## src/sv/mcbd_pkg.sv

```systemverilog
// shared types, codes and defaults for the multi-channel button debouncer
package mcbd_pkg;

    localparam int DEF_CHANNELS = 8;

    localparam int CHAN_W    = 3;
    localparam int PHASE_W   = 3;
    localparam int LOCK_W    = 32;
    localparam int DEBOUNCE_W = 16;
    localparam int TYPES_W   = 16;
    localparam int ENABLE_W  = 8;
    localparam int CFG_IDX_W = 2;
    localparam int CFG_DATA_W = 16;

    typedef enum logic [PHASE_W-1:0] {
        PH_INIT,
        PH_IDLE,
        PH_PRESS_LOCK,
        PH_ACTIVE,
        PH_RELEASE_LOCK
    } phase_t;

    typedef logic [1:0] kind_t;
    localparam kind_t KIND_BUTTON = 2'd0;
    localparam kind_t KIND_TOGGLE = 2'd1;
    localparam kind_t KIND_SWITCH = 2'd2;

    typedef logic [CFG_IDX_W-1:0] cfg_idx_t;
    localparam cfg_idx_t REG_DEBOUNCE_TIME  = 2'd0;
    localparam cfg_idx_t REG_CHANNEL_TYPES  = 2'd1;
    localparam cfg_idx_t REG_CHANNEL_ENABLE = 2'd2;

    localparam logic [DEBOUNCE_W-1:0] DEBOUNCE_RESET = 16'd5;
    localparam logic [TYPES_W-1:0]    TYPES_RESET    = 16'd0;
    localparam logic [ENABLE_W-1:0]   ENABLE_RESET   = 8'hFF;

    typedef struct packed {
        phase_t              phase;
        logic                status;
        logic [LOCK_W-1:0]   lockout;
    } entry_t;

    typedef struct packed {
        logic   en;
        entry_t data;
    } ram_wr_t;

endpackage

```

## src/sv/mcbd_state_ram.sv

```systemverilog
// per-channel state memory with valid bits and write-to-read forwarding
module mcbd_state_ram #(
    parameter int CHANNELS = mcbd_pkg::DEF_CHANNELS,
    parameter int AW = (CHANNELS > 1) ? $clog2(CHANNELS) : 1
) (
    input  logic             aclk,
    input  logic             aresetn,
    input  logic             rd_en,
    input  logic [AW-1:0]    rd_addr,
    output mcbd_pkg::entry_t rd_entry,
    input  mcbd_pkg::ram_wr_t wr,
    input  logic [AW-1:0]    wr_addr
);
    import mcbd_pkg::*;

    entry_t              mem [CHANNELS];
    logic [CHANNELS-1:0] valid_reg;
    entry_t              rd_data_reg;
    logic                rd_valid_reg;
    logic                fwd;

    assign fwd = wr.en && (wr_addr == rd_addr);

    always_ff @(posedge aclk) begin
        if (wr.en) begin
            mem[wr_addr] <= wr.data;
        end
        if (rd_en) begin
            rd_data_reg <= fwd ? wr.data : mem[rd_addr];
        end
    end

    always_ff @(posedge aclk) begin
        if (!aresetn) begin
            valid_reg    <= '0;
            rd_valid_reg <= 1'b0;
        end else begin
            if (wr.en) begin
                valid_reg[wr_addr] <= 1'b1;
            end
            if (rd_en) begin
                rd_valid_reg <= fwd || valid_reg[rd_addr];
            end
        end
    end

    // never-written entries read as the reset state
    assign rd_entry = rd_valid_reg ? rd_data_reg : '0;

endmodule

```

## src/sv/multi_channel_button_debouncer.sv

```systemverilog
// top level of the multi-channel button debouncer
// Debounces up to eight active-low push inputs, each typed as a momentary
// button, a toggle button or a switch. Each transaction on the s_ channel
// is an update (pin level) or a status query for one channel, and yields
// exactly one m_ transaction with the channel's status and phase. Channel
// state lives in a small synchronous memory: an accepted transaction's
// entry is read into a register, the updated entry is written back as the
// result moves from s1 to the m_ register and the write is forwarded into
// a read of the same channel, so one transaction is taken every cycle
// while m_ready stays high. The shared 32-bit step counter advances on each
// update to an existing, enabled channel. State is ready at once after
// reset; the user must write configuration through cfg_we, cfg_index and
// cfg_wdata while no transaction is in flight; the block does not check.
module multi_channel_button_debouncer #(
    parameter int CHANNELS = mcbd_pkg::DEF_CHANNELS
) (
    input  logic                            aclk,
    input  logic                            aresetn,
    input  logic                            cfg_we,
    input  logic [mcbd_pkg::CFG_IDX_W-1:0]  cfg_index,
    input  logic [mcbd_pkg::CFG_DATA_W-1:0] cfg_wdata,
    input  logic                            s_valid,
    output logic                            s_ready,
    input  logic                            s_operation,
    input  logic [mcbd_pkg::CHAN_W-1:0]     s_channel,
    input  logic                            s_pin_level,
    output logic                            m_valid,
    input  logic                            m_ready,
    output logic [mcbd_pkg::CHAN_W-1:0]     m_out_channel,
    output logic                            m_pressed_status,
    output logic [mcbd_pkg::PHASE_W-1:0]    m_phase,
    output logic                            m_ignored
);
    import mcbd_pkg::*;

    localparam int AW = (CHANNELS > 1) ? $clog2(CHANNELS) : 1;
    localparam int IW = (AW > CHAN_W) ? AW : CHAN_W;

    logic [DEBOUNCE_W-1:0] debounce_reg;
    logic [TYPES_W-1:0]    types_reg;
    logic [ENABLE_W-1:0]   enable_reg;
    logic [LOCK_W-1:0]     step_counter_reg;

    logic                  s1_valid_reg;
    logic                  s1_op_reg;
    logic [CHAN_W-1:0]     s1_chan_reg;
    logic                  s1_level_reg;
    logic                  s1_exists_reg;
    logic [AW-1:0]         s1_addr_reg;

    logic                  m_valid_reg;
    logic [CHAN_W-1:0]     m_chan_reg;
    logic                  m_status_reg;
    logic [PHASE_W-1:0]    m_phase_reg;
    logic                  m_ignored_reg;

    logic                  accept;
    logic                  s1_advance;
    logic                  in_exists;
    logic [IW-1:0]         in_chan_ext;
    logic [AW-1:0]         in_addr;

    entry_t                cur;
    entry_t                entry_next;
    ram_wr_t               wr;
    kind_t                 kind;
    logic                  is_btn;
    logic                  is_update;
    logic [LOCK_W-1:0]     lock_end;
    logic                  lock_over;
    logic                  res_status;
    logic [PHASE_W-1:0]    res_phase;

    assign s1_advance = !m_valid_reg || m_ready;
    assign s_ready    = !s1_valid_reg || s1_advance;
    assign accept     = s_valid && s_ready;

    assign in_chan_ext = IW'(s_channel);
    assign in_exists   = {29'b0, s_channel} < 32'(CHANNELS);
    assign in_addr     = in_exists ? in_chan_ext[AW-1:0] : '0;

    mcbd_state_ram #(
        .CHANNELS (CHANNELS),
        .AW       (AW)
    ) u_ram (
        .aclk     (aclk),
        .aresetn  (aresetn),
        .rd_en    (accept),
        .rd_addr  (in_addr),
        .rd_entry (cur),
        .wr       (wr),
        .wr_addr  (s1_addr_reg)
    );

    // phase rules for the entry in flight
    always_comb begin
        kind      = types_reg[{s1_chan_reg, 1'b0} +: 2];
        is_btn    = (kind == KIND_BUTTON) || (kind == KIND_TOGGLE);
        is_update = !s1_op_reg && s1_exists_reg && enable_reg[s1_chan_reg];
        lock_end  = cur.lockout + LOCK_W'(debounce_reg);
        lock_over = lock_end < step_counter_reg;
        entry_next = cur;
        unique case (cur.phase)
            PH_INIT: begin
                entry_next.phase = PH_IDLE;
            end
            PH_IDLE: begin
                if (!s1_level_reg) begin
                    if (is_btn) begin
                        entry_next.lockout = step_counter_reg;
                        entry_next.phase   = PH_PRESS_LOCK;
                        entry_next.status  = (kind == KIND_BUTTON) ? 1'b1 : !cur.status;
                    end else if (kind == KIND_SWITCH) begin
                        entry_next.phase  = PH_ACTIVE;
                        entry_next.status = 1'b1;
                    end
                end
            end
            PH_PRESS_LOCK: begin
                if (lock_over) begin
                    entry_next.phase   = PH_ACTIVE;
                    entry_next.lockout = '0;
                end
            end
            PH_ACTIVE: begin
                if (s1_level_reg) begin
                    if (is_btn) begin
                        entry_next.lockout = step_counter_reg;
                        entry_next.phase   = PH_RELEASE_LOCK;
                        if (kind == KIND_BUTTON) begin
                            entry_next.status = 1'b0;
                        end
                    end else if (kind == KIND_SWITCH) begin
                        entry_next.status = 1'b0;
                        entry_next.phase  = PH_IDLE;
                    end
                end
            end
            PH_RELEASE_LOCK: begin
                if (lock_over) begin
                    entry_next.phase   = PH_IDLE;
                    entry_next.lockout = '0;
                end
            end
            default: begin
                entry_next = cur;
            end
        endcase

        wr.en   = s1_valid_reg && s1_advance && is_update;
        wr.data = entry_next;

        if (!s1_exists_reg) begin
            res_status = 1'b0;
            res_phase  = PH_INIT;
        end else if (is_update) begin
            res_status = entry_next.status;
            res_phase  = entry_next.phase;
        end else begin
            res_status = cur.status;
            res_phase  = cur.phase;
        end
    end

    always_ff @(posedge aclk) begin
        if (!aresetn) begin
            debounce_reg     <= DEBOUNCE_RESET;
            types_reg        <= TYPES_RESET;
            enable_reg       <= ENABLE_RESET;
            step_counter_reg <= '0;
            s1_valid_reg     <= 1'b0;
            m_valid_reg      <= 1'b0;
        end else begin
            if (cfg_we) begin
                unique case (cfg_index)
                    REG_DEBOUNCE_TIME:  debounce_reg <= cfg_wdata[DEBOUNCE_W-1:0];
                    REG_CHANNEL_TYPES:  types_reg    <= cfg_wdata[TYPES_W-1:0];
                    REG_CHANNEL_ENABLE: enable_reg   <= cfg_wdata[ENABLE_W-1:0];
                    default: begin
                    end
                endcase
            end
            if (wr.en) begin
                step_counter_reg <= step_counter_reg + 1'b1;
            end
            if (s_ready) begin
                s1_valid_reg <= s_valid;
            end
            if (s1_advance) begin
                m_valid_reg <= s1_valid_reg;
            end
        end
    end

    always_ff @(posedge aclk) begin
        if (accept) begin
            s1_op_reg     <= s_operation;
            s1_chan_reg   <= s_channel;
            s1_level_reg  <= s_pin_level;
            s1_exists_reg <= in_exists;
            s1_addr_reg   <= in_addr;
        end
        if (s1_valid_reg && s1_advance) begin
            m_chan_reg    <= s1_chan_reg;
            m_status_reg  <= res_status;
            m_phase_reg   <= res_phase;
            m_ignored_reg <= !s1_op_reg && !is_update;
        end
    end

    assign m_valid          = m_valid_reg;
    assign m_out_channel    = m_chan_reg;
    assign m_pressed_status = m_status_reg;
    assign m_phase          = m_phase_reg;
    assign m_ignored        = m_ignored_reg;

endmodule
```

## config.mk

```make
export PLATFORM = sky130hd
export DESIGN_NAME = multi_channel_button_debouncer
export DESIGN_NICKNAME = d
export VERILOG_FILES = /design/src/sv/mcbd_pkg.sv /design/src/sv/mcbd_state_ram.sv /design/src/sv/multi_channel_button_debouncer.sv
export SDC_FILE = /design/constraint.sdc
export NUM_CORES = 1
export LEC_CHECK = 0
export ABC_AREA = 1
export BUFFER_PORTS_ARGS = -buffer_cell sky130_fd_sc_hd__buf_2
export CAP_MARGIN = 0
export CELL_PAD_IN_SITES_DETAIL_PLACEMENT = 1
export CELL_PAD_IN_SITES_GLOBAL_PLACEMENT = 2
export CORE_ASPECT_RATIO = 0.75
export CORE_UTILIZATION = 35
export DETAILED_ROUTE_END_ITERATION = 10
export GPL_ROUTABILITY_DRIVEN = 0
export PLACE_DENSITY = 0.82
export SLEW_MARGIN = 20
export SYNTH_ARGS = -nofsm -noshare
export SYNTH_HDL_FRONTEND = slang
export SYNTH_SLANG_ARGS = --single-unit
```

## constraint.sdc

```tcl
create_clock -name aclk -period 5.61 [get_ports aclk]
set_input_delay 1.122 -clock aclk [delete_from_list [all_inputs] [get_ports aclk]]
set_output_delay 1.122 -clock aclk [all_outputs]
set_load 0.02 [all_outputs]
```

# Word level (Yosys, flattened, before mapping)
# Memory sizes are Yosys's and may differ from the RTL's. A register that Yosys moved wholly into a read port is not among the register bits.
# Cells that the tools add are included.
[word_totals]
ff_bits = 96
ramBits = 288
input_bits = 28
out_inout_bits = 10
elab_cells = 82
memories = 1
[op_classes]
n_addsub = 2
magnitude_cmp = 4
n_eq_ne = 9
n_shift = 1
muxes = 26
n_bitwise = 1
n_reduce_logical = 23
[memory_table]
columns = ["name", "depth", "word_bits", "rd", "rd_clocked_by_memory_dff", "write_ports", "line", "rtl"]
rows = [
  ["u_ram.mem", 8, 36, 1, 1, 1, "mcbd_state_ram.sv:16", "entry_t mem [CHANNELS];"],
]
[ops]
columns = ["operator", "count"]
rows = [
  ["2-to-1 mux 36 bit", 3],
  ["one-hot mux 32 bit (3 select lines)", 1],
  ["2-to-1 mux 32 bit", 2],
  ["adder 32 x 1 -> 32 bit (second input constant)", 1],
  ["adder 32 x 16 -> 32 bit", 1],
  ["less-than comparator 32 bit", 1],
  ["2-to-1 mux 4 bit", 4],
  ["indexed part select 16 x 5 -> 2 bit", 1],
  ["one-hot mux 3 bit (5 select lines)", 1],
  ["2-to-1 mux 3 bit", 3],
  ["less-than comparator 3 x 4 -> 1 bit (second input constant)", 2],
  ["2-to-1 mux 1 bit", 8],
  ["bitwise OR 8 bit", 1],
  ["logical AND 1 bit", 7],
  ["binary-select mux 1 bit (select 3 bit)", 2],
  ["equality test 3 x 2 -> 1 bit (second input constant)", 2],
  ["AND reduction 2 bit", 3],
  ["logical NOT 1 bit", 5],
  ["equality test 2 x 1 -> 1 bit (second input constant)", 2],
  ["equality test 2 bit (second input constant)", 2],
  ["logical NOT 2 bit", 2],
  ["logical OR 1 bit", 4],
  ["demux 1 bit (select 3 bit)", 1],
  ["equality test 3 x 1 -> 1 bit (second input constant)", 1],
  ["6 further kinds", 6],
]

# Longest topological paths before layout
# Gate-level depths: netlist of run 1.
[depth]
depth_word = 7
ltp_mapped = 32
mapped_depth_nobuf = 29

# By module
# From an unflattened synthesis of run 1, not the netlist that was laid out.
[unflattened]
hier_cells = 2375
hier_area_um2 = 21164.0
[by_module_without_submodules]
columns = ["mod", "n_inst", "cells_per_inst", "area_per_inst_um2", "seq_area_each_um2"]
rows = [
  ["mcbd_state_ram", 1, 1167, 13528.0, 9909.5],
  ["multi_channel_button_debouncer", 1, 1208, 7636.1, 1871.8],
]

# Worst setup path before layout of run 1
# OpenSTA, ideal clock, no wires.
[synth_path]
path_type = "reg2reg"
start = "register u_ram.rd_valid_reg"
end = "memory u_ram.mem[0][0] in the netlist's numbering (data pin)"
setup_ns = 0.224
arrival_time_ns = 4.100
required_ns = 5.386
path_slack_ns = 1.287
stages_incl_launch_ff = 29
n_path_buf = 5
period_less_slack_ns = 4.323
path_cell_list = "dfxtp_1 buf_2 buf_2 buf_2 buf_2 nand2_1 inv_1 ha_1 ha_1 inv_1 nand2_1 nand3_1 nand2_1 inv_1 o21ai_1 nand3_1 nand2_1 nand2_1 xor2_1 ha_1 nand2_1 nor2_1 nand4_1 nor4_1 nand2_1 nand2_1 clkbuf_1 a21boi_1 a21oi_1"
[synth_rtl]
columns = ["item", "line", "rtl"]
rows = [
  ["from (decl)", "mcbd_state_ram.sv:19", "logic rd_valid_reg;"],
  ["from (signal assigned)", "mcbd_state_ram.sv:42", "rd_valid_reg <= fwd || valid_reg[rd_addr];"],
  ["to (decl)", "mcbd_state_ram.sv:16", ""],
]

==> flow_metrics.py, run 1 <==
metrics = {
    "yosys": {
        "synthAdderAreaFrac_pct": 2.58,
        "post_synth_num_cell_types": 42,
        "syn-num-nets": 2574,
        "yosysSeqAreaShare_pct": 55.2,
        "synth_compound_area_share_pct": 6.50,
        "synthesis.area_mm2": 0.0214,
        "synth-edff-count": 337,
        "synth.most_common_cell": "nand2_1",
        "synth_top_family_by_area": "simple AND/OR/NAND/NOR gates",
        "synthXorXnorAreaFrac_pct": 2.09,
        "yosysTopAreaCellShare_pct": 47.4,
        "synth_top_area_cell": "edfxtp_1",
        "async_reset_ff_share_pct": 0,
        "synthCells": 2502,
        "ys_top_cells_by_count": "nand2_1 (867), edfxtp_1 (337), nand3_1 (304)",
        "synth_warnings": 0,
        "synth_ff_type": "edfxtp_1",
        "synth.area.top_cells": "edfxtp_1 (47%), nand2_1 (15%), dfxtp_1 (7.8%), nand3_1 (7.1%), nor2_1 (3.0%)",
        "ys_ff_latch": 420,
        "avgSynthCellArea_um2": 8.54,
        "synth_mux_area_share_pct": 0,
        "synthSimpleGateAreaFrac_pct": 28.5,
    },
    "grt": {
        "busiest_layer": "met2",
        "grt_use_met1_pct": 32.4,
        "use_met2_pct": 36.2,
        "grt_pass1_wl_mm": 109,
        "grt_max_degree": 82,
        "grt.overflow.total": 0,
        "antenna_found_initial": 1,
        "use_met3_pct": 3.31,
        "grt_use_total_pct": 22.8,
        "grt_pass1_vias": 18200,
    },
    "clock_network": {
        "cts_tree": "yes",
        "h-tree-depth": 2,
        "clk_latency_ns": 0.59,
        "clockBufferDepth": 3,
        "cts.sinks": 420,
        "cts_buffers": 44,
        "clkTransAtPathRegs_ns": 0.06,
        "clockRootBuffer": "clkbuf_16",
    },
    "cells_and_area": {
        "fin_nets": 2580,
        "multiInputGateArea_mm2": 0.00852,
        "nFillCells": 7031,
        "area_growth_pct": 11.4,
        "layout.cells.non_filler": 3341,
        "num_antenna_cells": 0,
        "drive_gt1_share_pct": 6.89,
        "regArea_mm2": 0.0118,
        "largest_reg_flops": 288,
        "final_core_util_pct": 39.4,
    },
    "critical_path": {
        "cp_common_cell": "nand2_1",
        "crit_chain": "nand2_1 > inv_1 > ha_1 > nand2_1 > inv_1 > a21oi_1 > o21ai_0 > a21oi_1 > nor2_1 > nor2_1 > xor2_1 > ha_1 > a21oi_1 > o21ai_0 > nand2_1 > a21oi_1 > nor2_1 > nand2_1 > buf_4 > buf_4 > nand2_1 > nand4_1 > nand2_1 > nand2_1",
        "startpoint_type": "flip-flop",
        "crit_family": "simple AND/OR/NAND/NOR gates",
        "critPathRequiredTime_ns": 5.95,
        "cp_max_fo": 15,
        "path_buf_inv": 4,
        "cp.arrival_ns": 5.37,
        "crit_type": "reg2reg",
        "max_stage_delay_ns": 0.55,
        "end_kind": "flip-flop",
        "critPathSlowestCell": "dfxtp_2",
    },
    "timing": {
        "relSlewSlack_pct": 29.2,
        "hold_violations": 0,
        "setup_tns_ns": 0,
        "fin_hold_ws_ns": 0.465,
        "max_clock_freq_mhz": 199,
        "slew_violations": 0,
        "worst_clock_skew_ns": 0.0189,
        "rsz0062_at_grt": "false",
        "fin_ws_ns": 0.578,
        "worst_slew_pin_slew_ns": 1.06,
        "post-route-period-util_pct": 89.7,
        "layout_min_cycle_time_ns": 5.03,
        "finalSetupViolCount": 0,
    },
    "route": {
        "drc": 0,
        "viasPerCell": 5.35,
        "first_iter_violations": 1330,
        "wl_per_cell_um": 21.2,
        "dr.pass1.iters": 6,
        "drt_wl_total_mm": 70.9,
        "ant_nets": 0,
        "routed-via-count": 17900,
    },
    "power_and_ir_drop": {
        "power_density_mw_per_mm2": 296,
        "leakage_nw": 9.35,
        "ir_drop_v": 0.000214,
    },
    "placed_design": {
        "portBuffers": 37,
        "hpwl_mm": 47.2,
        "dp_slack_ns": 0.316,
        "post-place-cells": 3262,
    },
    "floorplan": {
        "coreArea_mm2": 0.0604,
        "ios": 38,
        "die_w_um": 287,
        "die_h_um": 216,
        "fp-row-count": 78,
        "initial_core_util_pct": 35.4,
        "die_area_mm2": 0.0620,
    },
    "flow_run": {
        "max_cap_viol_count": 0,
    },
    "outcome": {
        "status": "complete, no violations",
    },
    "hold_path": {
        "hp-class": "reg2reg",
    },
}
worst paths after layout:
kind | from | endpoint | slack, ns | cells after the start
max | u_ram.rd_valid_reg | u_ram.rd_data_reg[2] | 0.58 | 24
min | u_ram.valid_reg[7] | u_ram.valid_reg[7] | 0.46 | 1
max reg2reg | u_ram.rd_valid_reg | u_ram.rd_data_reg[2] | 0.58 | 24
min reg2reg | u_ram.valid_reg[7] | u_ram.valid_reg[7] | 0.46 | 1
worst reg2reg max path, delay by kind of cell, from the launching register on:
family                     cells  cell delay (ns)
buffers and inverters          4             0.72
DFF                            1             0.55
and+or+nand+nor               11             1.63
AOI/OAI and AO/OA              6             1.07
xor gates and xnor gates       1             0.22
adders and majority gates      2             0.60
through the flow:
| stage | total power, mW | instance area [um^2] |
|---|---|---|
| after CTS | 7.11 | 23800 |
| after floorplan | 3.97 | 21400 |
| final | 7.03 | 23800 |
| after detailed placement | 4.24 | 22400 |
| after global routing | 7.32 | 23800 |
| after global placement | 4.22 | 22400 |
cell families after synthesis:
kind of cell,Yosys count
adders and majority gates,44
DFF,420
AOI/OAI and AO/OA,259
and+or+nand+nor,1448
xor gates and xnor gates,51
buffers and inverters,280
area by class of cell:
| cell class | instances | area share [%] |
|---|---|---|
| flip-flops and latches | 420 | 49.5 |
| multi-input cells | 1802 | 35.8 |
| clock buffers | 57 | 4.96 |
| well taps | 800 | 4.21 |
| inverters | 163 | 2.61 |
| repair buffers | 77 | 2.05 |
| clock inverters | 22 | 0.820 |
what timing repair did:
item                       4_1_cts  5_1_grt
gates resized for setup          0        1
setup buffers                    0        0
hold buffers                     0        0
setup endpoints to repair        0      130
power breakdown:
part	internal, mW	switching (mW)
combinational	0.185	0.511
sequential	3.44	0.0400
clock	1.59	1.27
total	5.22	1.82
cells in the final DEF, fill, tap and decap left out, types with 11 or more instances in the layout:
cell,instances
clkbuf_1,11
ha_1,44
o21a_1,14
inv_1,141
nor4_1,12
inv_2,14
buf_2,36
o21ai_0,103
a31oi_1,14
clkbuf_16,45
edfxtp_1,337
nand4_1,37
a21oi_1,114
dfxtp_1,82
nor3_1,37
nand2_1,867
nand3_1,304
nor2_1,162
xor2_1,46
buf_4,41
per-layer routing:
layer,wire (um),up-vias
met3,3410,92
met2,32300,402
li1,-,8437
met5,0,-
met4,1360,0
met1,33800,8954
No activity file was read; power rests on OpenSTA's default activity.
==> run 2: changes to the inputs <==
--- a/config.mk
+++ b/config.mk
@@ -8,13 +8,14 @@
 export ABC_AREA = 1
 export BUFFER_PORTS_ARGS = -buffer_cell sky130_fd_sc_hd__buf_2
 export CAP_MARGIN = 0
-export CELL_PAD_IN_SITES_DETAIL_PLACEMENT = 1
+export CELL_PAD_IN_SITES_DETAIL_PLACEMENT = 2
 export CELL_PAD_IN_SITES_GLOBAL_PLACEMENT = 2
 export CORE_ASPECT_RATIO = 0.75
 export CORE_UTILIZATION = 35
 export DETAILED_ROUTE_END_ITERATION = 10
 export GPL_ROUTABILITY_DRIVEN = 0
 export PLACE_DENSITY = 0.82
+export SKIP_CTS_REPAIR_TIMING = 1
 export SLEW_MARGIN = 20
 export SYNTH_ARGS = -nofsm -noshare
 export SYNTH_HDL_FRONTEND = slang
==> flow_metrics.py, run 2 (same netlist as run 1, synthesis figures left out) <==
metrics = {
    "cells_and_area": {
        "final_cell_mix": "nand2_1 (867), edfxtp_1 (337), nand3_1 (304), nor2_1 (162), inv_1 (141)",
        "layout.cells.non_filler": 3344,
        "num_antenna_cells": 0,
        "final_common_cell": "nand2_1",
        "nFillCells": 6619,
        "final_core_util_pct": 39.6,
        "final_cell_area_mm2": 0.0239,
        "multiInputGateArea_mm2": 0.00852,
        "drive_gt1_share_pct": 7.08,
        "regArea_mm2": 0.0118,
        "fin_nets": 2581,
        "largest_reg_flops": 288,
        "area_growth_pct": 11.9,
    },
    "route": {
        "wl_per_cell_um": 24.0,
        "viasPerCell": 5.56,
        "dr.pass1.iters": 5,
        "routed-via-count": 18600,
        "drt_wl_total_mm": 80.2,
        "drc": 0,
        "ant_nets": 0,
        "first_iter_violations": 1348,
    },
    "critical_path": {
        "cp.arrival_ns": 5.48,
        "cp_max_fo": 15,
        "crit_type": "reg2reg",
        "cp_common_cell": "nand2_1",
        "max_stage_delay_ns": 0.66,
        "critPathSlowestCell": "a21oi_1",
        "critPathRequiredTime_ns": 5.91,
        "end_kind": "flip-flop",
        "crit_chain": "nand2_1 > inv_1 > ha_1 > ha_1 > inv_1 > nand2_1 > nand3_1 > nand2_1 > inv_1 > o21ai_1 > nand3_1 > nand2_1 > nand2_1 > xor2_1 > ha_1 > nand2_1 > nor2_1 > nand4_1 > nor4_1 > nand2_1 > nand2_1 > a21boi_1 > a21oi_1",
        "startpoint_type": "flip-flop",
    },
    "hold_path": {
        "hp-class": "reg2reg",
    },
    "floorplan": {
        "die_w_um": 287,
        "die_area_mm2": 0.0620,
        "ios": 38,
        "initial_core_util_pct": 35.4,
        "fp-row-count": 78,
        "die_h_um": 216,
        "coreArea_mm2": 0.0604,
    },
    "clock_network": {
        "clockRootBuffer": "clkbuf_16",
        "clkTransAtPathRegs_ns": 0.07,
        "cts.sinks": 420,
        "cts_buffers": 44,
        "h-tree-depth": 2,
        "clockBufferDepth": 3,
        "clk_latency_ns": 0.61,
        "cts_tree": "yes",
    },
    "placed_design": {
        "placed_area_mm2": 0.0224,
        "post-place-cells": 3262,
        "hpwl_mm": 53.3,
        "portBuffers": 37,
        "dp_slack_ns": 0.251,
    },
    "grt": {
        "grt_max_degree": 82,
        "grt_pass1_vias": 20200,
        "grt.overflow.total": 0,
        "antenna_found_initial": 0,
        "grt_use_total_pct": 25.8,
        "grt_pass1_wl_mm": 122,
    },
    "timing": {
        "worst_slew_pin_slew_ns": 1.11,
        "setup_tns_ns": 0,
        "max_clock_freq_mhz": 193,
        "fin_ws_ns": 0.427,
        "worst_clock_skew_ns": 0.0284,
        "finalSetupViolCount": 0,
        "fin_hold_ws_ns": 0.476,
        "layout_min_cycle_time_ns": 5.18,
        "slew_violations": 0,
        "post-route-period-util_pct": 92.4,
        "hold_violations": 0,
        "rsz0062_at_grt": "false",
        "relSlewSlack_pct": 26.0,
    },
    "power_and_ir_drop": {
        "leakage_nw": 9.40,
        "ir_drop_v": 0.000229,
        "p_total_mw": 7.29,
        "power_density_mw_per_mm2": 305,
    },
    "outcome": {
        "status": "complete, no violations",
    },
    "flow_run": {
        "max_cap_viol_count": 0,
    },
}
## run 2: changes by cell type in the layout (fill, tap and decap cells not counted), sizes merged
cell and delta:
clkbuf -3, inv -1, buf +1, bufinv +3
clkinv +3
## run 2: report_power, final
group	leakage (nW)	total, mW	switching (mW)	internal, mW
Combinational	4.88	0.728	0.541	0.187
Sequential	3.80	3.48	0.0428	3.44
Clock	0.723	3.08	1.33	1.75
Total	9.40	7.29	1.91	5.38
## run 2: final timing paths
check | start | to | slack, ns | depth (start not counted)
max | u_ram.rd_valid_reg | u_ram.mem[2][13] | 0.43 | 23
min | types_reg[12] | types_reg[12] | 0.48 | 2
max reg2reg | u_ram.rd_valid_reg | u_ram.mem[2][13] | 0.43 | 23
min reg2reg | types_reg[12] | types_reg[12] | 0.48 | 2
## run 2: cell type report
cell class              count  area share (%)
well taps                 800            4.19
flip-flops and latches    420            49.3
multi-input cells        1802            35.7
repair buffers             78            2.07
inverters                 163            2.60
clock inverters            27            1.20
clock buffers              54            4.98
## run 2: per-layer routing
metal	GRT usage [%]	vias up	share of wire (%)
met5	0	-	0
met4	7.98	0	2.6
met3	3.88	122	4.4
met2	43.6	409	48
met1	33.7	9618	45
li1	-	8439	-
## run 2: worst max-delay path, delay by kind of cell (launching register included)
family                     cells  cell delay [ns]
and+or+nand+nor               13             1.88
DFF                            1             0.55
AOI/OAI and AO/OA              3             1.30
buffers and inverters          3             0.29
adders and majority gates      3             0.65
xor gates and xnor gates       1             0.17
